$ cat src/sv/json_escape_to_utf8_macros.svh
// assertion macros shared by the json unescape block
`ifndef JSON_ESCAPE_TO_UTF8_MACROS_SVH
`define JSON_ESCAPE_TO_UTF8_MACROS_SVH
`ifndef SYNTHESIS
`define JEU_ASSERT_NEVER(lbl, clk, rst_n, expr) \
	lbl: assert property (@(posedge clk) disable iff (!rst_n) !(expr)) \
		else $error("jeu assertion failed");
`define JEU_ASSERT_IMPLY(lbl, clk, rst_n, pre, post) \
	lbl: assert property (@(posedge clk) disable iff (!rst_n) (pre) |-> (post)) \
		else $error("jeu assertion failed");
`else
`define JEU_ASSERT_NEVER(lbl, clk, rst_n, expr)
`define JEU_ASSERT_IMPLY(lbl, clk, rst_n, pre, post)
`endif
`endif

$ cat src/sv/jeu_pkg.sv
// shared types and constants of the json unescape block
package jeu_pkg;

	localparam int QueueDepth = 4;

	localparam logic [1:0] KIND_NONE = 2'd0;
	localparam logic [1:0] KIND_RAW  = 2'd1;
	localparam logic [1:0] KIND_CP   = 2'd2;

	typedef struct packed {
		logic        last;
		logic        hi_en;
		logic [9:0]  hi;
		logic [1:0]  kind;
		logic [20:0] val;
	} jeu_entry_t;

	typedef struct packed {
		logic full;
		logic valid;
	} jeu_qstat_t;

endpackage

$ cat src/sv/json_escape_to_utf8.sv
// top level of the json string unescaper with utf-8 output
//
// channel  dir  tdata                 tlast
// s_axis   in   [7:0] char_in         is_end
// m_axis   out  [7:0] byte_out        run_last
//
// one character is taken per cycle while the queue has room and no string end is being closed
// a \u escape gives 1 to 4 bytes, a held high surrogate 3 more, at one byte per cycle unless m_axis stalls
// a string end holds s_axis_tready low until the end entry is queued; a trailing backslash is dropped first
// an open \u first queues a 'u', then its held characters are replayed and parsed again
// the entry queue lets input and output stall apart; arst_n clears all control state
module json_escape_to_utf8 #(
	parameter int QUEUE_DEPTH = jeu_pkg::QueueDepth
) (
	input  logic       clk,
	input  logic       arst_n,
	input  logic       s_axis_tvalid,
	output logic       s_axis_tready,
	input  logic [7:0] s_axis_tdata,   // [7:0] char_in
	input  logic       s_axis_tlast,
	output logic       m_axis_tvalid,
	input  logic       m_axis_tready,
	output logic [7:0] m_axis_tdata,   // [7:0] byte_out
	output logic       m_axis_tlast
);
	import jeu_pkg::*;

	logic       push;
	logic       pop;
	jeu_entry_t push_entry;
	jeu_entry_t head;
	jeu_qstat_t q_stat;

	jeu_front u_front (
		.clk        (clk),
		.arst_n     (arst_n),
		.in_valid   (s_axis_tvalid),
		.in_ready   (s_axis_tready),
		.in_char    (s_axis_tdata),
		.in_end     (s_axis_tlast),
		.push       (push),
		.push_entry (push_entry),
		.q_stat     (q_stat)
	);

	jeu_fifo #(
		.Depth (QUEUE_DEPTH)
	) u_fifo (
		.clk        (clk),
		.arst_n     (arst_n),
		.push       (push),
		.push_entry (push_entry),
		.pop        (pop),
		.head       (head),
		.q_stat     (q_stat)
	);

	jeu_back u_back (
		.clk       (clk),
		.arst_n    (arst_n),
		.q_stat    (q_stat),
		.head      (head),
		.pop       (pop),
		.out_valid (m_axis_tvalid),
		.out_ready (m_axis_tready),
		.out_byte  (m_axis_tdata),
		.out_last  (m_axis_tlast)
	);

endmodule

$ cat src/sv/jeu_front.sv
// front end: escape parsing, surrogate pairing and end-of-string replay
module jeu_front (
	input  logic               clk,
	input  logic               arst_n,
	input  logic               in_valid,
	output logic               in_ready,
	input  logic [7:0]         in_char,
	input  logic               in_end,
	output logic               push,
	output jeu_pkg::jeu_entry_t push_entry,
	input  jeu_pkg::jeu_qstat_t q_stat
);
	import jeu_pkg::*;

	localparam logic [1:0] MODE_NORMAL = 2'd0;
	localparam logic [1:0] MODE_ESC    = 2'd1;
	localparam logic [1:0] MODE_HEX    = 2'd2;

	localparam logic [1:0] PH_IDLE   = 2'd0;
	localparam logic [1:0] PH_FIN    = 2'd1;
	localparam logic [1:0] PH_REPLAY = 2'd2;

	localparam logic [7:0] CH_BSL   = 8'h5C;
	localparam logic [7:0] CH_U     = 8'h75;
	localparam logic [7:0] CH_N     = 8'h6E;
	localparam logic [7:0] CH_T     = 8'h74;
	localparam logic [7:0] CH_R     = 8'h72;
	localparam logic [7:0] BYTE_LF  = 8'h0A;
	localparam logic [7:0] BYTE_TAB = 8'h09;
	localparam logic [7:0] BYTE_CR  = 8'h0D;

	localparam logic [15:0] SURR_HI_MIN = 16'hD800;
	localparam logic [15:0] SURR_HI_MAX = 16'hDBFF;
	localparam logic [15:0] SURR_LO_MIN = 16'hDC00;
	localparam logic [15:0] SURR_LO_MAX = 16'hDFFF;
	localparam logic [20:0] SUPP_BASE   = 21'h10000;

	typedef struct packed {
		logic       ok;
		logic [3:0] d;
	} hex_t;

	function automatic hex_t hex_decode(input logic [7:0] c);
		hex_t r;
		r.ok = 1'b1;
		r.d  = 4'd0;
		if (c >= 8'h30 && c <= 8'h39) begin
			r.d = 4'(c - 8'h30);
		end else if (c >= 8'h61 && c <= 8'h66) begin
			r.d = 4'(c - 8'h57);
		end else if (c >= 8'h41 && c <= 8'h46) begin
			r.d = 4'(c - 8'h37);
		end else begin
			r.ok = 1'b0;
		end
		return r;
	endfunction

	logic [1:0]  mode_q, mode_d, f_mode;
	logic [15:0] hv_q, hv_d, f_hv;
	logic [1:0]  hc_q, hc_d, f_hc;
	logic        hs_q, hs_d, f_hs;
	logic [7:0]  held_q [3];
	logic [7:0]  held_d [3];
	logic [7:0]  f_held [3];
	logic [9:0]  ph_q, ph_d, f_ph;
	logic        pv_q, pv_d, f_pv;
	logic        f_hi;
	logic [1:0]  f_kind;
	logic [20:0] f_val;
	logic [1:0]  phase_q, phase_d;
	logic [7:0]  rep_q [3];
	logic [7:0]  rep_d [3];
	logic [1:0]  rep_n_q, rep_n_d;
	logic [1:0]  rep_k_q, rep_k_d;
	logic [7:0]  feed_c;
	logic        step;
	hex_t        hx;
	jeu_entry_t  e;

	assign feed_c   = (phase_q == PH_REPLAY) ? rep_q[rep_k_q] : in_char;
	assign hx       = hex_decode(feed_c);
	assign in_ready = (phase_q == PH_IDLE) && !q_stat.full;
	assign step     = !q_stat.full && ((phase_q != PH_IDLE) || in_valid);

	// one character through the escape parser
	always_comb begin
		logic [15:0] v;
		logic        is_lo;
		logic        is_hi;
		f_mode = mode_q;
		f_hv   = hv_q;
		f_hc   = hc_q;
		f_hs   = hs_q;
		f_held = held_q;
		f_ph   = ph_q;
		f_pv   = pv_q;
		f_hi   = 1'b0;
		f_kind = KIND_NONE;
		f_val  = '0;
		v      = '0;
		is_lo  = 1'b0;
		is_hi  = 1'b0;
		if (mode_q == MODE_ESC) begin
			f_mode = MODE_NORMAL;
			if (feed_c == CH_U) begin
				f_mode = MODE_HEX;
				f_hv   = '0;
				f_hc   = '0;
				f_hs   = 1'b0;
			end else begin
				f_hi   = pv_q;
				f_pv   = 1'b0;
				f_kind = KIND_RAW;
				if (feed_c == CH_N) begin
					f_val = {13'd0, BYTE_LF};
				end else if (feed_c == CH_T) begin
					f_val = {13'd0, BYTE_TAB};
				end else if (feed_c == CH_R) begin
					f_val = {13'd0, BYTE_CR};
				end else begin
					f_val = {13'd0, feed_c};
				end
			end
		end else if (mode_q == MODE_HEX) begin
			if (hc_q != 2'd3) begin
				f_held[hc_q] = feed_c;
			end
			if (!hs_q && hx.ok) begin
				f_hv = {hv_q[11:0], hx.d};
			end else begin
				f_hs = 1'b1;
			end
			if (hc_q == 2'd3) begin
				f_mode = MODE_NORMAL;
				f_hc   = '0;
				v      = f_hv;
				is_lo  = (v >= SURR_LO_MIN) && (v <= SURR_LO_MAX);
				is_hi  = (v >= SURR_HI_MIN) && (v <= SURR_HI_MAX);
				if (pv_q && is_lo) begin
					f_kind = KIND_CP;
					f_val  = SUPP_BASE + {1'b0, ph_q, v[9:0]};
					f_pv   = 1'b0;
				end else begin
					f_hi = pv_q;
					f_pv = 1'b0;
					if (is_hi) begin
						f_ph = v[9:0];
						f_pv = 1'b1;
					end else begin
						f_kind = KIND_CP;
						f_val  = {5'd0, v};
					end
				end
			end else begin
				f_hc = hc_q + 2'd1;
			end
		end else begin
			if (feed_c == CH_BSL) begin
				f_mode = MODE_ESC;
			end else begin
				f_hi   = pv_q;
				f_pv   = 1'b0;
				f_kind = KIND_RAW;
				f_val  = {13'd0, feed_c};
			end
		end
	end

	// sequencer: input character, replay of held characters, end-of-string check
	always_comb begin
		mode_d  = mode_q;
		hv_d    = hv_q;
		hc_d    = hc_q;
		hs_d    = hs_q;
		held_d  = held_q;
		ph_d    = ph_q;
		pv_d    = pv_q;
		phase_d = phase_q;
		rep_d   = rep_q;
		rep_n_d = rep_n_q;
		rep_k_d = rep_k_q;
		e       = '0;
		e.hi    = ph_q;
		unique case (phase_q)
			PH_IDLE, PH_REPLAY: begin
				mode_d  = f_mode;
				hv_d    = f_hv;
				hc_d    = f_hc;
				hs_d    = f_hs;
				held_d  = f_held;
				ph_d    = f_ph;
				pv_d    = f_pv;
				e.hi_en = f_hi;
				e.kind  = f_kind;
				e.val   = f_val;
				if (phase_q == PH_IDLE) begin
					e.last = !in_end;
					if (in_end) begin
						phase_d = PH_FIN;
					end
				end else begin
					rep_k_d = rep_k_q + 2'd1;
					if (rep_k_q == rep_n_q - 2'd1) begin
						phase_d = PH_FIN;
					end
				end
			end
			PH_FIN: begin
				if (mode_q == MODE_ESC) begin
					mode_d = MODE_NORMAL;
				end else if (mode_q == MODE_HEX) begin
					e.hi_en = pv_q;
					e.kind  = KIND_RAW;
					e.val   = {13'd0, CH_U};
					pv_d    = 1'b0;
					mode_d  = MODE_NORMAL;
					hc_d    = '0;
					rep_d   = held_q;
					rep_n_d = hc_q;
					rep_k_d = '0;
					if (hc_q != 2'd0) begin
						phase_d = PH_REPLAY;
					end
				end else begin
					e.hi_en = pv_q;
					e.last  = 1'b1;
					mode_d  = MODE_NORMAL;
					hv_d    = '0;
					hc_d    = '0;
					hs_d    = 1'b0;
					ph_d    = '0;
					pv_d    = 1'b0;
					phase_d = PH_IDLE;
				end
			end
			default: begin
				phase_d = PH_IDLE;
			end
		endcase
	end

	assign push       = step && (e.hi_en || (e.kind != KIND_NONE) || e.last);
	assign push_entry = e;

	always_ff @(posedge clk or negedge arst_n) begin
		if (!arst_n) begin
			mode_q  <= MODE_NORMAL;
			hv_q    <= '0;
			hc_q    <= '0;
			hs_q    <= 1'b0;
			ph_q    <= '0;
			pv_q    <= 1'b0;
			phase_q <= PH_IDLE;
			rep_n_q <= '0;
			rep_k_q <= '0;
		end else if (step) begin
			mode_q  <= mode_d;
			hv_q    <= hv_d;
			hc_q    <= hc_d;
			hs_q    <= hs_d;
			ph_q    <= ph_d;
			pv_q    <= pv_d;
			phase_q <= phase_d;
			rep_n_q <= rep_n_d;
			rep_k_q <= rep_k_d;
		end
	end

	always_ff @(posedge clk) begin
		if (step) begin
			held_q <= held_d;
			rep_q  <= rep_d;
		end
	end

endmodule

$ cat src/sv/jeu_fifo.sv
// small entry queue between front end and byte encoder
module jeu_fifo #(
	parameter int Depth = jeu_pkg::QueueDepth
) (
	input  logic                clk,
	input  logic                arst_n,
	input  logic                push,
	input  jeu_pkg::jeu_entry_t push_entry,
	input  logic                pop,
	output jeu_pkg::jeu_entry_t head,
	output jeu_pkg::jeu_qstat_t q_stat
);
	import jeu_pkg::*;

	localparam int AW = (Depth > 1) ? $clog2(Depth) : 1;
	localparam int CW = $clog2(Depth + 1);

	jeu_entry_t      entries_q [Depth];
	logic [AW-1:0]   wr_q;
	logic [AW-1:0]   rd_q;
	logic [CW-1:0]   cnt_q;

	assign q_stat.full  = (cnt_q == CW'(Depth));
	assign q_stat.valid = (cnt_q != '0);
	assign head         = entries_q[rd_q];

	always_ff @(posedge clk) begin
		if (push) begin
			entries_q[wr_q] <= push_entry;
		end
	end

	always_ff @(posedge clk or negedge arst_n) begin
		if (!arst_n) begin
			wr_q  <= '0;
			rd_q  <= '0;
			cnt_q <= '0;
		end else begin
			if (push) begin
				wr_q <= (wr_q == AW'(Depth - 1)) ? '0 : wr_q + AW'(1);
			end
			if (pop) begin
				rd_q <= (rd_q == AW'(Depth - 1)) ? '0 : rd_q + AW'(1);
			end
			if (push && !pop) begin
				cnt_q <= cnt_q + CW'(1);
			end else if (pop && !push) begin
				cnt_q <= cnt_q - CW'(1);
			end
		end
	end

`include "json_escape_to_utf8_macros.svh"

	`JEU_ASSERT_NEVER(a_push_full, clk, arst_n, push && q_stat.full)
	`JEU_ASSERT_NEVER(a_pop_empty, clk, arst_n, pop && !q_stat.valid)

endmodule

$ cat src/sv/jeu_back.sv
// back end: utf-8 byte encoder, per-transaction byte limit and output register
module jeu_back (
	input  logic                clk,
	input  logic                arst_n,
	input  jeu_pkg::jeu_qstat_t q_stat,
	input  jeu_pkg::jeu_entry_t head,
	output logic                pop,
	output logic                out_valid,
	input  logic                out_ready,
	output logic [7:0]          out_byte,
	output logic                out_last
);
	import jeu_pkg::*;

	localparam logic [2:0] MAX_BYTES_M1 = 3'd6;

	function automatic logic [1:0] utf8_lenm1(input logic [20:0] cp);
		logic [1:0] r;
		if (cp < 21'h80) begin
			r = 2'd0;
		end else if (cp < 21'h800) begin
			r = 2'd1;
		end else if (cp < 21'h10000) begin
			r = 2'd2;
		end else begin
			r = 2'd3;
		end
		return r;
	endfunction

	function automatic logic [7:0] utf8_byte(input logic [20:0] cp, input logic [1:0] lenm1,
			input logic [1:0] idx);
		logic [1:0] sh;
		logic [7:0] r;
		sh = lenm1 - idx;
		r  = '0;
		if (idx == 2'd0) begin
			unique case (lenm1)
				2'd0: r = cp[7:0];
				2'd1: r = {3'b110, cp[10:6]};
				2'd2: r = {4'b1110, cp[15:12]};
				2'd3: r = {5'b11110, cp[20:18]};
				default: r = '0;
			endcase
		end else begin
			unique case (sh)
				2'd0: r = {2'b10, cp[5:0]};
				2'd1: r = {2'b10, cp[11:6]};
				2'd2: r = {2'b10, cp[17:12]};
				default: r = {2'b10, 6'd0};
			endcase
		end
		return r;
	endfunction

	jeu_entry_t  cur_q;
	logic        cur_valid_q;
	logic        slot_q;
	logic [1:0]  idx_q;
	logic [2:0]  cnt_q;
	logic        drop_q;
	logic        ovalid_q;
	logic [7:0]  obyte_q;
	logic        olast_q;

	logic        out_free;
	logic [1:0]  main_lenm1;
	logic [20:0] hi_cp;
	logic [20:0] cur_cp;
	logic [1:0]  cur_lenm1;
	logic [7:0]  cur_byte;
	logic        slot_end;
	logic        fin;
	logic        is_empty;
	logic        head_end;
	logic        consume;
	logic        emit;
	logic        item_done;
	logic        rl;
	logic        pop_look;
	logic        load;

	assign out_free   = !ovalid_q || out_ready;
	assign main_lenm1 = (cur_q.kind == KIND_RAW) ? 2'd0 : utf8_lenm1(cur_q.val);
	assign hi_cp      = {5'd0, 16'hD800 | {6'd0, cur_q.hi}};
	assign cur_cp     = slot_q ? cur_q.val : hi_cp;
	assign cur_lenm1  = slot_q ? main_lenm1 : 2'd2;
	assign cur_byte   = (slot_q && cur_q.kind == KIND_RAW) ? cur_q.val[7:0]
		: utf8_byte(cur_cp, cur_lenm1, idx_q);
	assign slot_end   = (idx_q == cur_lenm1);
	assign fin        = slot_end && (slot_q || cur_q.kind == KIND_NONE);
	assign is_empty   = !cur_q.hi_en && (cur_q.kind == KIND_NONE);
	assign head_end   = q_stat.valid && !head.hi_en && (head.kind == KIND_NONE);

	always_comb begin
		consume   = 1'b0;
		emit      = 1'b0;
		item_done = 1'b0;
		rl        = 1'b0;
		pop_look  = 1'b0;
		if (cur_valid_q) begin
			if (drop_q || is_empty) begin
				consume = 1'b1;
			end else if (out_free && !(fin && !cur_q.last && !q_stat.valid)) begin
				emit      = 1'b1;
				item_done = fin && (cur_q.last || head_end);
				rl        = item_done || (cnt_q == MAX_BYTES_M1);
				consume   = fin;
				pop_look  = fin && !cur_q.last && head_end;
			end
		end
	end

	assign load = q_stat.valid && !pop_look && (!cur_valid_q || consume);
	assign pop  = load || pop_look;

	always_ff @(posedge clk) begin
		if (emit) begin
			obyte_q <= cur_byte;
			olast_q <= rl;
		end
		if (load) begin
			cur_q <= head;
		end
	end

	always_ff @(posedge clk or negedge arst_n) begin
		if (!arst_n) begin
			ovalid_q    <= 1'b0;
			cur_valid_q <= 1'b0;
			slot_q      <= 1'b0;
			idx_q       <= '0;
			cnt_q       <= '0;
			drop_q      <= 1'b0;
		end else begin
			if (emit) begin
				ovalid_q <= 1'b1;
			end else if (out_ready) begin
				ovalid_q <= 1'b0;
			end
			if (cur_valid_q && (drop_q || is_empty)) begin
				if (cur_q.last) begin
					drop_q <= 1'b0;
					cnt_q  <= '0;
				end
			end else if (emit) begin
				if (item_done) begin
					cnt_q <= '0;
				end else if (cnt_q == MAX_BYTES_M1) begin
					drop_q <= 1'b1;
					cnt_q  <= '0;
				end else begin
					cnt_q <= cnt_q + 3'd1;
				end
			end
			if (load) begin
				cur_valid_q <= 1'b1;
				slot_q      <= !head.hi_en;
				idx_q       <= '0;
			end else if (consume) begin
				cur_valid_q <= 1'b0;
			end else if (emit) begin
				if (slot_end) begin
					slot_q <= 1'b1;
					idx_q  <= '0;
				end else begin
					idx_q <= idx_q + 2'd1;
				end
			end
		end
	end

	assign out_valid = ovalid_q;
	assign out_byte  = obyte_q;
	assign out_last  = olast_q;

`include "json_escape_to_utf8_macros.svh"

	`JEU_ASSERT_NEVER(a_no_emit_drop, clk, arst_n, drop_q && emit)
	`JEU_ASSERT_IMPLY(a_cap_last, clk, arst_n, emit && (cnt_q == MAX_BYTES_M1), rl)

endmodule

$ cat config.mk
export PLATFORM = sky130hd
export DESIGN_NAME = json_escape_to_utf8
export DESIGN_NICKNAME = d
export VERILOG_FILES = /design/src/sv/jeu_pkg.sv /design/src/sv/json_escape_to_utf8.sv /design/src/sv/jeu_front.sv /design/src/sv/jeu_fifo.sv /design/src/sv/jeu_back.sv
export VERILOG_INCLUDE_DIRS = /design/src /design/src/sv
export SDC_FILE = /design/constraint.sdc
export NUM_CORES = 1
export LEC_CHECK = 0
export BUFFER_PORTS_ARGS = -buffer_cell sky130_fd_sc_hd__buf_2
export CORE_MARGIN = 2
export CORE_UTILIZATION = 55
export DETAILED_ROUTE_END_ITERATION = 8
export PLACE_DENSITY = 0.71
export RECOVER_POWER = 25
export REMOVE_ABC_BUFFERS = 1
export SLEW_MARGIN = 30
export SYNTH_ARGS = -nofsm -noshare
export SYNTH_HDL_FRONTEND = slang
export SYNTH_SLANG_ARGS = --single-unit
$ cat constraint.sdc
create_clock -name clk -period 6.75 [get_ports clk]
set_input_delay 0 -clock clk [delete_from_list [all_inputs] [get_ports clk]]
set_output_delay 0 -clock clk [all_outputs]
set_load 0.05 [all_outputs]
==> results_tabular.tex, run 1 <==
\begin{tabular}{lr}
\hline
Metric & Value \\
\hline
\multicolumn{2}{l}{\textbf{Floorplanning}} \\
\quad Initial Util & 56.01\% \\
\quad Die ar. & 24,220 sq um \\
\quad Num rows & 55 \\
\quad Die X & 155.6 um \\
\quad I/O pin total & 24 \\
\quad Core Region & 22,570 sq um \\
\quad Die boundary height & 155.6 um \\
\multicolumn{2}{l}{\textbf{Finish}} \\
\quad Number of diodes added for antenna fixing & 0 \\
\quad Commonest non-fill, non-tap cells in the layout & 232 x sky130\_fd\_sc\_hd\_\_edfxtp\_1, 54 x sky130\_fd\_sc\_hd\_\_dfrtp\_1, 52 x sky130\_fd\_sc\_hd\_\_nand2\_1 \\
\quad Proportion of layout cells with a drive suffix above 1 & 15.83\% \\
\quad Leading cell type in the layout, fill and taps excluded & sky130\_fd\_sc\_hd\_\_edfxtp\_1 \\
\quad Number of nets in the layout & 931 \\
\quad Area growth from synthesis to final layout & 11.29\% \\
\quad Design Area, Final & 14,070 sq um \\
\multicolumn{2}{l}{\textbf{Critical path}} \\
\quad Cell count of the worst reg-to-reg path & 14 \\
\quad Number of buffers and inverters on the critical path & 4 \\
\quad Largest stage delay on the critical path & 780 ps \\
\quad Worst path cell trace & inv\_1, ha\_1, buf\_4, nand2b\_1, o221a\_2, inv\_1, ha\_1, o21bai\_1, a2111oi\_2, o21ba\_1, mux2\_4, a41oi\_4, and2\_1, buf\_12 \\
\quad Largest fanout on the critical path & 26 \\
\quad Critical path start-end classification & flip-flop to flip-flop \\
\quad Instance count on the critical path & 14 \\
\quad Family with the most delay on the worst path & compound AO/OA/AOI/OAI gates \\
\quad Required time worst endpoint & 7000 ps \\
\quad Crit path launch type & flip-flop \\
\quad Data arrival, critical path & 5690 ps \\
\quad Highest-delay cell along the critical path & sky130\_fd\_sc\_hd\_\_a2111oi\_2 \\
\quad Crit path capture type & flip-flop \\
\multicolumn{2}{l}{\textbf{Yosys}} \\
\quad Post-synthesis async set-or-reset flop share & 18.88\% \\
\quad Mean area per synthesized cell & 14.79 sq um \\
\quad Yosys top cell area share & 55.10\% \\
\quad Yosys Warn Count & 0 \\
\quad Number of enable flip-flop cells after synthesis & 232 \\
\quad Top cell type by total area after synthesis & sky130\_fd\_sc\_hd\_\_edfxtp\_1 \\
\quad Cells taking the most area after synthesis & sky130\_fd\_sc\_hd\_\_edfxtp\_1 55\%, sky130\_fd\_sc\_hd\_\_dfrtp\_1 11\%, sky130\_fd\_sc\_hd\_\_mux4\_2 6.2\% \\
\quad Number of instances in the synthesized netlist & 855 \\
\quad Mapped Area & 12,640 sq um \\
\quad Number of distinct standard cells referenced by the synthesized netlist & 77 \\
\quad Main flop type after synthesis & sky130\_fd\_sc\_hd\_\_edfxtp\_1 \\
\quad Sequential area share after synthesis & 65.79\% \\
\quad Synth Register Bits & 286 \\
\multicolumn{2}{l}{\textbf{Place}} \\
\quad Final weighted congestion in routability-driven placement & 0.9059 \\
\quad Total cell area at the placement stage & 13,100 sq um \\
\quad DPL Wire Length & 17,260 um \\
\quad Quantity of I/O buffers inserted on ports & 23 \\
\multicolumn{2}{l}{\textbf{STA}} \\
\quad Endpoints failing hold & 0 \\
\quad Final setup violation count & 0 \\
\quad Final min period & 5447 ps \\
\quad Achievable clock frequency & 0.1836 GHz \\
\quad Worst-Margin Slew & 3237 ps \\
\quad Maximum clock skew at final layout & 9.018 ps \\
\quad Period Utilization, post-route & 80.70\% \\
\quad Slew Viols, Final & 55 \\
\quad Setup TNS after final layout & 0 ps \\
\quad Unrepaired setup endpoints after global routing & no \\
\quad Worst rel slew slack & -115.8\% \\
\multicolumn{2}{l}{\textbf{GRT}} \\
\quad Global-route total usage across every layer & 21.67\% \\
\quad Maximum number of pins on one net before global-route repair & 55 \\
\quad First-pass GRT wire length & 40,520 um \\
\quad Initial antenna violation count & 0 \\
\quad GRT Residual Overflow & 0 \\
\quad Via count of the first global-routing pass & 7,365 \\
\multicolumn{2}{l}{\textbf{Drt}} \\
\quad Detailed-route via count & 7,380 \\
\quad WL per Instance & 21.15 um \\
\quad DRT Pass-1 Iters & 5 \\
\quad Initial drt markers & 527 \\
\quad Residual DRC & 0 \\
\quad Number of vias per cell after detailed routing & 6.145 \\
\quad ANT nets after route & 0 \\
\quad Total length of routed wires & 25,400 um \\
\multicolumn{2}{l}{\textbf{CTS}} \\
\quad Maximum number of buffers from clock root to sink & 3 \\
\quad Number of clock sinks & 286 \\
\quad Clock transition at the registers of the reported paths & 60 ps \\
\quad Number of buffers created by CTS & 29 \\
\quad CTS tree & built \\
\quad Root buffer cell & sky130\_fd\_sc\_hd\_\_clkbuf\_16 \\
\quad Setup Buffers After CTS & 0 \\
\quad H-tree depth & 1 \\
\quad Skew-Pair Late Insertion Delay & 550 ps \\
\multicolumn{2}{l}{\textbf{Power}} \\
\quad Leak Pwr & 5.080 nW \\
\quad Register share of total power & 44.0\% \\
\quad Sw Ratio & 34.18\% \\
\quad Combinational Power Share & 32.7\% \\
\quad Clock network power share & 23.3\% \\
\quad Power Dens Cells & 471.2 nW/um\^{}2 \\
\quad Peak VDD IR & 0.0002311 V \\
\quad Cell-internal power & 0.004363 W \\
\quad NetSw & 0.002266 W \\
\multicolumn{2}{l}{\textbf{Run status}} \\
\quad Run status & finished with violations \\
\quad Violated checks & max-capacitance violations, max-slew violations \\
\multicolumn{2}{l}{\textbf{Run}} \\
\quad Max-Cap Viols & 1 \\
\multicolumn{2}{l}{\textbf{Min path}} \\
\quad Count of cells along the worst hold path & 4 \\
\quad Hold Path Class & input pin to flip-flop \\
\hline
\end{tabular}
[final timing paths]
kind                       slack [ps]                 endpoint               start
max                              1300  u_fifo.entries_q[2][30]  u_front.phase_q[0]
min                                30       u_front.phase_q[1]        s_axis_tlast
max reg2reg                      1300  u_fifo.entries_q[2][30]  u_front.phase_q[0]
min reg2reg                       420        u_front.rep_q[16]  u_front.held_q[16]
max in group asynchronous        3760          u_front.ph_q[1]              arst_n
min in group asynchronous        1170          u_back.idx_q[0]              arst_n
[kinds of logic after synthesis]
kind of cell	share of synthesized area, %
compound gates	10.52
xor+xnor	0.6927
fa+ha+maj	2.434
buf+inv	2.019
flops	65.79
mux	10.21
simple gates	8.333
[area by class of cell]
class                      instances  area, sq um
fill                            1679         8501
sequential                       286         8318
multi-input combinational        505         4086
clock buffer                      39        783.3
tap                              285        356.6
timing repair buffer              41        269.0
clock inverter                    14        141.4
inverter                          31        116.4
[flip-flops by register name, summed over array words and instances, names as in the netlist, 2 cells and up]
register          flops
u_back.idx_q          2
u_front.phase_q       2
u_front.rep_n_q       2
u_back.out_byte       8
u_front.hv_q         16
u_front.rep_q        24
u_fifo.cnt_q          3
u_fifo.entries_q    140
u_front.mode_q        2
u_front.held_q       24
u_back.cnt_q          3
u_fifo.wr_q           2
u_back.cur_q         35
u_front.rep_k_q       2
u_front.ph_q         10
u_front.hc_q          2
u_fifo.rd_q           2
[per-layer routing]
layer | wire (um) | vias up | global-route usage, % | share of wire, %
met3 | 1015 | 66 | 2.722 | 4.0
met2 | 12560 | 203 | 36.79 | 49
met5 | 0 | - | 0 | 0
li1 | - | 3422 | - | -
met1 | 10790 | 3689 | 28.82 | 42
met4 | 1038 | 0 | 8.606 | 4.1
[worst register-to-register path: stages (launching register included)]
cell and delay, ps:
sky130_fd_sc_hd__dfrtp_1 410, sky130_fd_sc_hd__inv_1 100, sky130_fd_sc_hd__ha_1 140, sky130_fd_sc_hd__buf_4 240, sky130_fd_sc_hd__nand2b_1 240, sky130_fd_sc_hd__o221a_2 400
sky130_fd_sc_hd__inv_1 250, sky130_fd_sc_hd__ha_1 300, sky130_fd_sc_hd__o21bai_1 110, sky130_fd_sc_hd__a2111oi_2 780, sky130_fd_sc_hd__o21ba_1 480, sky130_fd_sc_hd__mux2_4 390
sky130_fd_sc_hd__a41oi_4 270, sky130_fd_sc_hd__and2_1 760, sky130_fd_sc_hd__buf_12 270
[power groups by stage]
stage	Combinational (W)	Clock (W)	Sequential (W)
5_1_grt	0.00240	0.00163	0.00298
4_1_cts	0.00219	0.00157	0.00292
2_1_floorplan	0.00147	0	0.00301
3_5_place_dp	0.00217	0	0.00295
6_report	0.00217	0.00154	0.00292
3_3_place_gp	0.00213	0	0.00293
[synthesized netlist by cell type, drive strengths merged, types with 4 or more instances]
cell     number
a211oi        4
a21o          4
a21oi        33
a22o         19
a31oi         7
and2          6
and3         12
buf          13
clkbuf       20
dfrtp        54
edfxtp      232
ha           23
inv          31
mux2         20
mux2i        27
mux4         35
nand2        52
nand2b       14
nand3        14
nand3b        4
nand4         4
nor2         47
nor2b        11
nor3         17
nor4          5
o211ai        6
o21a          5
o21ai        37
o221a         6
o221ai        4
o22ai         6
o2bb2ai      12
o31ai         8
or2           5
or3           8
or4           4
xnor2         5
xor2          5
[through the flow]
step,hold WS (ps),instances,utilization (%),total power [W],worst slack [ps]
after global routing,30.00,1201,62.34,0.007001,895.3
final,28.45,1201,62.34,0.006630,1303
after CTS,11.29,1201,62.42,0.006686,1303
after global placement,218.4,1141,57.99,0.005067,1470
after detailed placement,221.2,1142,58.05,0.005122,1315
after floorplan,-295.6,822,-,0.004480,1688
[what timing repair did]
| action | in CTS | in global routing |
|---|---|---|
| gates resized for setup | 0 | 0 |
| hold endpoints to repair | 65 | 0 |
| hold buffers | 6 | 0 |
(Power assumes the default switching activity.)
==> run 2: changes to the inputs <==
PLACE_DENSITY = 0.74   (was 0.71)
clock period = 4.8 ns   (was 6.75 ns; I/O delays follow)
==> run 2 against run 1 <==
Effect of this change:
- the run still ends with max-capacitance violations, max-slew violations left
- sequential share of layout area is 1.1 points lower
- non-clock buffer count is 23 higher
- via count is 1.6% higher
- die area stayed put
- critical path type unchanged
- critical endpoint is now u_fifo.cnt_q[2]
- largest power group unchanged
==> results_tabular.tex, run 2 (synthesis gave the netlist of run 1 again) <==
\begin{tabular}{lr}
\hline
Metric & Value \\
\hline
\multicolumn{2}{l}{\textbf{Finish}} \\
\quad Number of diodes added for antenna fixing & 0 \\
\quad Area of the multi-input gates & 4085 sq um \\
\quad Commonest non-fill, non-tap cells in the layout & 232 x sky130\_fd\_sc\_hd\_\_edfxtp\_1, 54 x sky130\_fd\_sc\_hd\_\_dfrtp\_1, 52 x sky130\_fd\_sc\_hd\_\_nand2\_1 \\
\quad Area growth from synthesis to final layout & 13.45\% \\
\quad Largest registers ranked by flip-flop count & u\_fifo.entries\_q (140), u\_back.cur\_q (35) \\
\quad Fill cell total of the finished layout & 1,643 \\
\quad Number of nets in the layout & 954 \\
\quad Top register by number of flip-flops & u\_fifo.entries\_q \\
\quad Area taken by flip-flops and latches & 8318 sq um \\
\quad Proportion of layout cells with a drive suffix above 1 & 18.19\% \\
\quad Leading cell type in the layout, fill and taps excluded & sky130\_fd\_sc\_hd\_\_edfxtp\_1 \\
\quad Max FFs per register & 140 \\
\quad Non-filler instance count after layout & 1,225 \\
\multicolumn{2}{l}{\textbf{STA}} \\
\quad Worst rel slew slack & -113.5\% \\
\quad Slew Viols, Final & 84 \\
\quad Endpoints failing hold & 0 \\
\quad Period Utilization, post-route & 95.57\% \\
\quad Final min period & 4587 ps \\
\quad Setup TNS after final layout & 0 ps \\
\quad Worst-Margin Slew & 3203 ps \\
\quad Achievable clock frequency & 0.2180 GHz \\
\quad Maximum clock skew at final layout & 14.41 ps \\
\quad Final setup violation count & 0 \\
\multicolumn{2}{l}{\textbf{GRT}} \\
\quad Global-route total usage across every layer & 21.87\% \\
\quad Initial antenna violation count & 0 \\
\quad Maximum number of pins on one net before global-route repair & 55 \\
\quad Via count of the first global-routing pass & 7,390 \\
\quad GRT Residual Overflow & 0 \\
\quad First-pass GRT wire length & 40,990 um \\
\multicolumn{2}{l}{\textbf{Drt}} \\
\quad ANT nets after route & 0 \\
\quad Residual DRC & 0 \\
\quad Detailed-route via count & 7,496 \\
\quad WL per Instance & 21.14 um \\
\quad Number of vias per cell after detailed routing & 6.119 \\
\quad Total length of routed wires & 25,900 um \\
\quad DRT Pass-1 Iters & 5 \\
\quad Initial drt markers & 545 \\
\multicolumn{2}{l}{\textbf{CTS}} \\
\quad Number of buffers created by CTS & 29 \\
\quad Skew-Pair Late Insertion Delay & 550 ps \\
\quad Number of clock sinks & 286 \\
\quad Root buffer cell & sky130\_fd\_sc\_hd\_\_clkbuf\_16 \\
\quad H-tree depth & 1 \\
\quad Clock transition at the registers of the reported paths & 60 ps \\
\quad Maximum number of buffers from clock root to sink & 3 \\
\quad CTS tree & built \\
\multicolumn{2}{l}{\textbf{Floorplanning}} \\
\quad Die boundary height & 155.6 um \\
\quad I/O pin total & 24 \\
\quad Initial Util & 56.01\% \\
\quad Num rows & 55 \\
\quad Core Region & 22,570 sq um \\
\quad Die X & 155.6 um \\
\quad Die ar. & 24,220 sq um \\
\multicolumn{2}{l}{\textbf{Power}} \\
\quad Cell-internal power & 0.006376 W \\
\quad Power Dens Cells & 671.1 nW/um\^{}2 \\
\quad Sw Ratio & 33.76\% \\
\quad Combinational Power Share & 33.8\% \\
\quad Register share of total power & 42.2\% \\
\quad NetSw & 0.003249 W \\
\quad Peak VDD IR & 0.0004953 V \\
\quad Clock network power share & 23.9\% \\
\quad Leak Pwr & 5.227 nW \\
\multicolumn{2}{l}{\textbf{Place}} \\
\quad DPL Wire Length & 17,630 um \\
\quad Quantity of I/O buffers inserted on ports & 23 \\
\quad Final weighted congestion in routability-driven placement & 0.9218 \\
\quad Placed Cells & 1,159 \\
\multicolumn{2}{l}{\textbf{Critical path}} \\
\quad Crit path launch type & flip-flop \\
\quad Data arrival, critical path & 5070 ps \\
\quad Worst path cell trace & inv\_1, ha\_1, buf\_4, nand2b\_1, o221a\_2, inv\_2, or3\_4, or4\_4, o21ai\_4, o21ba\_2, mux2\_4, a41oi\_4, ha\_2, inv\_1, fa\_1, xor2\_1, nor2\_1, xor2\_1 \\
\quad Cell count of the worst reg-to-reg path & 18 \\
\quad Critical path start-end classification & flip-flop to flip-flop \\
\quad Highest-delay cell along the critical path & sky130\_fd\_sc\_hd\_\_or4\_4 \\
\quad Number of buffers and inverters on the critical path & 4 \\
\quad Largest fanout on the critical path & 13 \\
\quad Crit path capture type & flip-flop \\
\quad Family with the most delay on the worst path & simple AND/OR/NAND/NOR gates \\
\quad Required time worst endpoint & 5280 ps \\
\quad Instance count on the critical path & 18 \\
\quad Largest stage delay on the critical path & 580 ps \\
\multicolumn{2}{l}{\textbf{Run status}} \\
\quad Violated checks & max-capacitance violations, max-slew violations \\
\quad Run status & finished with violations \\
\multicolumn{2}{l}{\textbf{Run}} \\
\quad Max-Cap Viols & 2 \\
\multicolumn{2}{l}{\textbf{Min path}} \\
\quad Hold Path Class & input pin to flip-flop \\
\quad Count of cells along the worst hold path & 4 \\
\hline
\end{tabular}
==> run 2: final timing paths <==
check	start	to	slack [ps]
min reg2reg	u_front.held_q[22]	u_front.rep_q[22]	410
max	u_front.phase_q[0]	u_fifo.cnt_q[2]	210
min	s_axis_tlast	u_front.phase_q[1]	40
max in group asynchronous	arst_n	u_front.hv_q[14]	1840
min in group asynchronous	arst_n	u_back.idx_q[0]	1130
max reg2reg	u_front.phase_q[0]	u_fifo.cnt_q[2]	210
==> run 2: area by class of cell <==
cell class                      count  area share [%]
Clock inverter                     17           1.448
Tap cell                          285           2.486
Multi-Input combinational cell    505           28.48
Inverter                           31          0.8112
Timing Repair Buffer               64           3.306
Clock buffer                       37           5.478
Sequential cell                   286           57.99
==> run 2: power groups by stage <==
stage / Sequential (W) / Clock, W / Combinational, W
global placement: 0.00406 / 0 / 0.00316
detailed placement: 0.00410 / 0 / 0.00321
finish: 0.00406 / 0.00230 / 0.00326
floorplan: 0.00424 / 0 / 0.00206
global route: 0.00413 / 0.00243 / 0.00356
CTS: 0.00407 / 0.00235 / 0.00323
==> run 2: tightest hold or removal path, cell delays in order <==
cell                      delay (ps)
sky130_fd_sc_hd__buf_2           100
sky130_fd_sc_hd__nor2_1          150
sky130_fd_sc_hd__a311o_1         210
sky130_fd_sc_hd__o31ai_1          90
==> run 2: metrics by stage <==
| step | hold slack (ps) | worst slack (ps) | utilization, % | total power, W | area, sq um |
|---|---|---|---|---|---|
| final | 38.96 | 212.8 | 63.55 | 0.009626 | 14340 |
| after global routing | 24.94 | -22.93 | 63.55 | 0.01013 | 14340 |
| after CTS | 15.44 | 146.0 | 63.43 | 0.009651 | 14320 |
| after detailed placement | 190.5 | 164.9 | 58.81 | 0.007311 | 13270 |
| after global placement | 176.2 | 254.7 | 58.81 | 0.007219 | 13270 |
| after floorplan | -295.6 | -261.6 | - | 0.006300 | 12500 |
==> run 2: routing by layer <==
metal	track usage, %	part of all wire [%]
met5	0	0
met4	7.558	3.4
met3	2.750	3.7
met2	37.34	50
met1	29.37	43
==> run 2: what timing repair did <==
| action | CTS | global route |
|---|---|---|
| buffers inserted | 0 | 7 |
| gates resized for setup | 0 | 3 |
| hold buffers | 5 | 0 |
| endpoints found under the setup margin | 0 | 2 |
| hold endpoints to repair | 64 | 0 |
==> run 3: changes to the inputs <==
REMOVE_ABC_BUFFERS = not set   (was 1)
==> run 3 against run 2 <==
Effect of this change:
- the run still ends with max-capacitance violations, max-slew violations left
- cell area about the same
- critical path depth unchanged
- largest power group unchanged
- total power down 0.36%
- setup slack worse by 25 ps
- die area unchanged
- clock skew down 5.9 ps
- register-to-register slack worse by 20 ps
==> results_tabular.tex, run 3 (synthesis gave the netlist of run 1 again) <==
\begin{tabular}{lr}
\hline
Metric & Value \\
\hline
\multicolumn{2}{l}{\textbf{Finish}} \\
\quad Commonest non-fill, non-tap cells in the layout & 232 x sky130\_fd\_sc\_hd\_\_edfxtp\_1, 53 x sky130\_fd\_sc\_hd\_\_dfrtp\_1, 52 x sky130\_fd\_sc\_hd\_\_nand2\_1 \\
\quad Number of diodes added for antenna fixing & 0 \\
\quad Top register by number of flip-flops & u\_fifo.entries\_q \\
\quad Area growth from synthesis to final layout & 13.53\% \\
\quad Design Area, Final & 14,350 sq um \\
\quad Largest registers ranked by flip-flop count & u\_fifo.entries\_q (140), u\_back.cur\_q (35) \\
\quad Non-filler instance count after layout & 1,225 \\
\quad Max FFs per register & 140 \\
\quad Proportion of layout cells with a drive suffix above 1 & 18.19\% \\
\quad Number of nets in the layout & 954 \\
\quad Core utilization of the finished layout & 63.59\% \\
\quad Leading cell type in the layout, fill and taps excluded & sky130\_fd\_sc\_hd\_\_edfxtp\_1 \\
\multicolumn{2}{l}{\textbf{Floorplanning}} \\
\quad Die X & 155.6 um \\
\quad Initial Util & 56.01\% \\
\quad Die boundary height & 155.6 um \\
\quad Core Region & 22,570 sq um \\
\quad Num rows & 55 \\
\quad I/O pin total & 24 \\
\quad Die ar. & 24,220 sq um \\
\multicolumn{2}{l}{\textbf{GRT}} \\
\quad GRT Residual Overflow & 0 \\
\quad First-pass GRT wire length & 41,070 um \\
\quad Global-route total usage across every layer & 21.93\% \\
\quad Initial antenna violation count & 0 \\
\quad Via count of the first global-routing pass & 7,432 \\
\quad Maximum number of pins on one net before global-route repair & 55 \\
\multicolumn{2}{l}{\textbf{Drt}} \\
\quad Number of vias per cell after detailed routing & 6.129 \\
\quad Residual DRC & 0 \\
\quad DRT Pass-1 Iters & 5 \\
\quad Detailed-route via count & 7,508 \\
\quad ANT nets after route & 0 \\
\quad WL per Instance & 21.09 um \\
\quad Total length of routed wires & 25,840 um \\
\quad Initial drt markers & 588 \\
\multicolumn{2}{l}{\textbf{Critical path}} \\
\quad Required time worst endpoint & 5280 ps \\
\quad Largest fanout on the critical path & 12 \\
\quad Crit path launch type & flip-flop \\
\quad Critical path start-end classification & flip-flop to flip-flop \\
\quad Worst path most repeated cell & sky130\_fd\_sc\_hd\_\_inv\_1 \\
\quad Largest stage delay on the critical path & 580 ps \\
\quad Worst path cell trace & inv\_1, ha\_2, buf\_4, nand2b\_1, o221a\_2, inv\_1, or3\_4, or4\_4, o21ai\_4, o21ba\_4, mux2\_4, a41oi\_4, ha\_2, inv\_1, fa\_1, xor2\_1, nor2\_1, xor2\_1 \\
\quad Data arrival, critical path & 5090 ps \\
\quad Family with the most delay on the worst path & simple AND/OR/NAND/NOR gates \\
\quad Crit path capture type & flip-flop \\
\quad Highest-delay cell along the critical path & sky130\_fd\_sc\_hd\_\_or4\_4 \\
\quad Number of buffers and inverters on the critical path & 4 \\
\multicolumn{2}{l}{\textbf{STA}} \\
\quad Endpoints failing hold & 0 \\
\quad Final setup violation count & 0 \\
\quad Slew Viols, Final & 93 \\
\quad Worst-Margin Slew & 3128 ps \\
\quad Final min period & 4612 ps \\
\quad Worst rel slew slack & -108.5\% \\
\quad Achievable clock frequency & 0.2168 GHz \\
\quad Period Utilization, post-route & 96.08\% \\
\quad Maximum clock skew at final layout & 8.469 ps \\
\multicolumn{2}{l}{\textbf{CTS}} \\
\quad Clock transition at the registers of the reported paths & 60 ps \\
\quad Number of buffers created by CTS & 29 \\
\quad Number of clock sinks & 286 \\
\quad H-tree depth & 1 \\
\quad CTS tree & built \\
\quad Skew-Pair Late Insertion Delay & 560 ps \\
\quad Maximum number of buffers from clock root to sink & 3 \\
\quad Root buffer cell & sky130\_fd\_sc\_hd\_\_clkbuf\_16 \\
\multicolumn{2}{l}{\textbf{Power}} \\
\quad NetSw & 0.003244 W \\
\quad Register share of total power & 42.1\% \\
\quad Sw Ratio & 33.82\% \\
\quad Cell-internal power & 0.006347 W \\
\quad Leak Pwr & 5.201 nW \\
\quad Clock network power share & 23.7\% \\
\quad Power Dens Cells & 668.2 nW/um\^{}2 \\
\quad Peak VDD IR & 0.0003410 V \\
\quad Combinational Power Share & 34.1\% \\
\multicolumn{2}{l}{\textbf{Place}} \\
\quad Final weighted congestion in routability-driven placement & 0.9593 \\
\quad Total cell area at the placement stage & 13,270 sq um \\
\quad Quantity of I/O buffers inserted on ports & 23 \\
\quad DPL Wire Length & 17,690 um \\
\quad Placed Cells & 1,159 \\
\multicolumn{2}{l}{\textbf{Yosys}} \\
\quad Number of nets produced by synthesis & 892 \\
\multicolumn{2}{l}{\textbf{Run status}} \\
\quad Violated checks & max-capacitance violations, max-slew violations \\
\quad Run status & finished with violations \\
\multicolumn{2}{l}{\textbf{Run}} \\
\quad Max-Cap Viols & 2 \\
\multicolumn{2}{l}{\textbf{Min path}} \\
\quad Hold Path Class & input pin to flip-flop \\
\hline
\end{tabular}
-- run 3: cell count changes in the layout (fill, tap and decap cells not counted), sizes merged --
cell         delta
buf             -3
clkinv          -1
clkinvlp        +3
dlygate4sd3     +1
-- run 3: final timing paths --
path,startpoint,to,slack [ps],cells past startpoint
max,u_front.phase_q[0],u_fifo.cnt_q[2],190,18
min,s_axis_tlast,u_front.phase_q[1],6,4
max reg2reg,u_front.phase_q[0],u_fifo.cnt_q[2],190,18
min reg2reg,u_front.held_q[5],u_front.rep_q[5],420,0
max in group asynchronous,arst_n,u_fifo.rd_q[0],1710,3
min in group asynchronous,arst_n,u_back.cnt_q[2],1100,3
-- run 3: through the flow --
stage | hold WS, ps | setup TNS, ps | setup WS (ps) | total power [W]
2_1_floorplan | -295.6 | 0 | 111.6 | 0.006342
3_3_place_gp | 178.2 | 0 | 214.7 | 0.007212
3_5_place_dp | 189.3 | 0 | 111.5 | 0.007305
4_1_cts | 0.7974 | 0 | 43.87 | 0.009619
5_1_grt | 56.12 | -4.259 | -4.259 | 0.01010
6_report | 5.747 | 0 | 188.1 | 0.009591
-- run 3: what timing repair did --
item | CTS | global route
hold buffers | 6 | 0
buffers inserted | 0 | 6
gates resized for setup | 0 | 7
setup endpoints to repair | 0 | 2
endpoints found under the hold margin | 67 | 0
-- run 3: final cells by class --
| class | instances | area (sq um) |
|---|---|---|
| Clock inverter | 19 | 227.7 |
| Multi-Input combinational cell | 505 | 4103 |
| Tap cell | 285 | 356.6 |
| Timing Repair Buffer | 64 | 473.0 |
| Clock buffer | 35 | 758.2 |
| Sequential cell | 286 | 8319 |
| Fill cell | 1619 | 8218 |
| Inverter | 31 | 116.4 |
-- run 3: worst register-to-register path: stages, from the launching register on --
cell and delay [ps]:
sky130_fd_sc_hd__dfrtp_1 410, sky130_fd_sc_hd__inv_1 110, sky130_fd_sc_hd__ha_2 230, sky130_fd_sc_hd__buf_4 180, sky130_fd_sc_hd__nand2b_1 120, sky130_fd_sc_hd__o221a_2 200, sky130_fd_sc_hd__inv_1 110, sky130_fd_sc_hd__or3_4 380
sky130_fd_sc_hd__or4_4 580, sky130_fd_sc_hd__o21ai_4 210, sky130_fd_sc_hd__o21ba_4 190, sky130_fd_sc_hd__mux2_4 350, sky130_fd_sc_hd__a41oi_4 290, sky130_fd_sc_hd__ha_2 240, sky130_fd_sc_hd__inv_1 60, sky130_fd_sc_hd__fa_1 430
sky130_fd_sc_hd__xor2_1 170, sky130_fd_sc_hd__nor2_1 130, sky130_fd_sc_hd__xor2_1 160
-- run 3: power by group through the flow --
stage | registers [W] | logic [W] | clock network (W)
4_1_cts | 0.00404 | 0.00325 | 0.00232
3_3_place_gp | 0.00404 | 0.00318 | 0
6_report | 0.00404 | 0.00327 | 0.00228
2_1_floorplan | 0.00408 | 0.00226 | 0
5_1_grt | 0.00411 | 0.00359 | 0.00240
3_5_place_dp | 0.00408 | 0.00323 | 0
-- run 3: routing by layer --
layer / share of wire [%] / GRT usage [%]
met5: 0 / 0
met2: 49 / 36.75
met3: 4.0 / 2.528
met1: 43 / 29.64
met4: 4.3 / 8.956
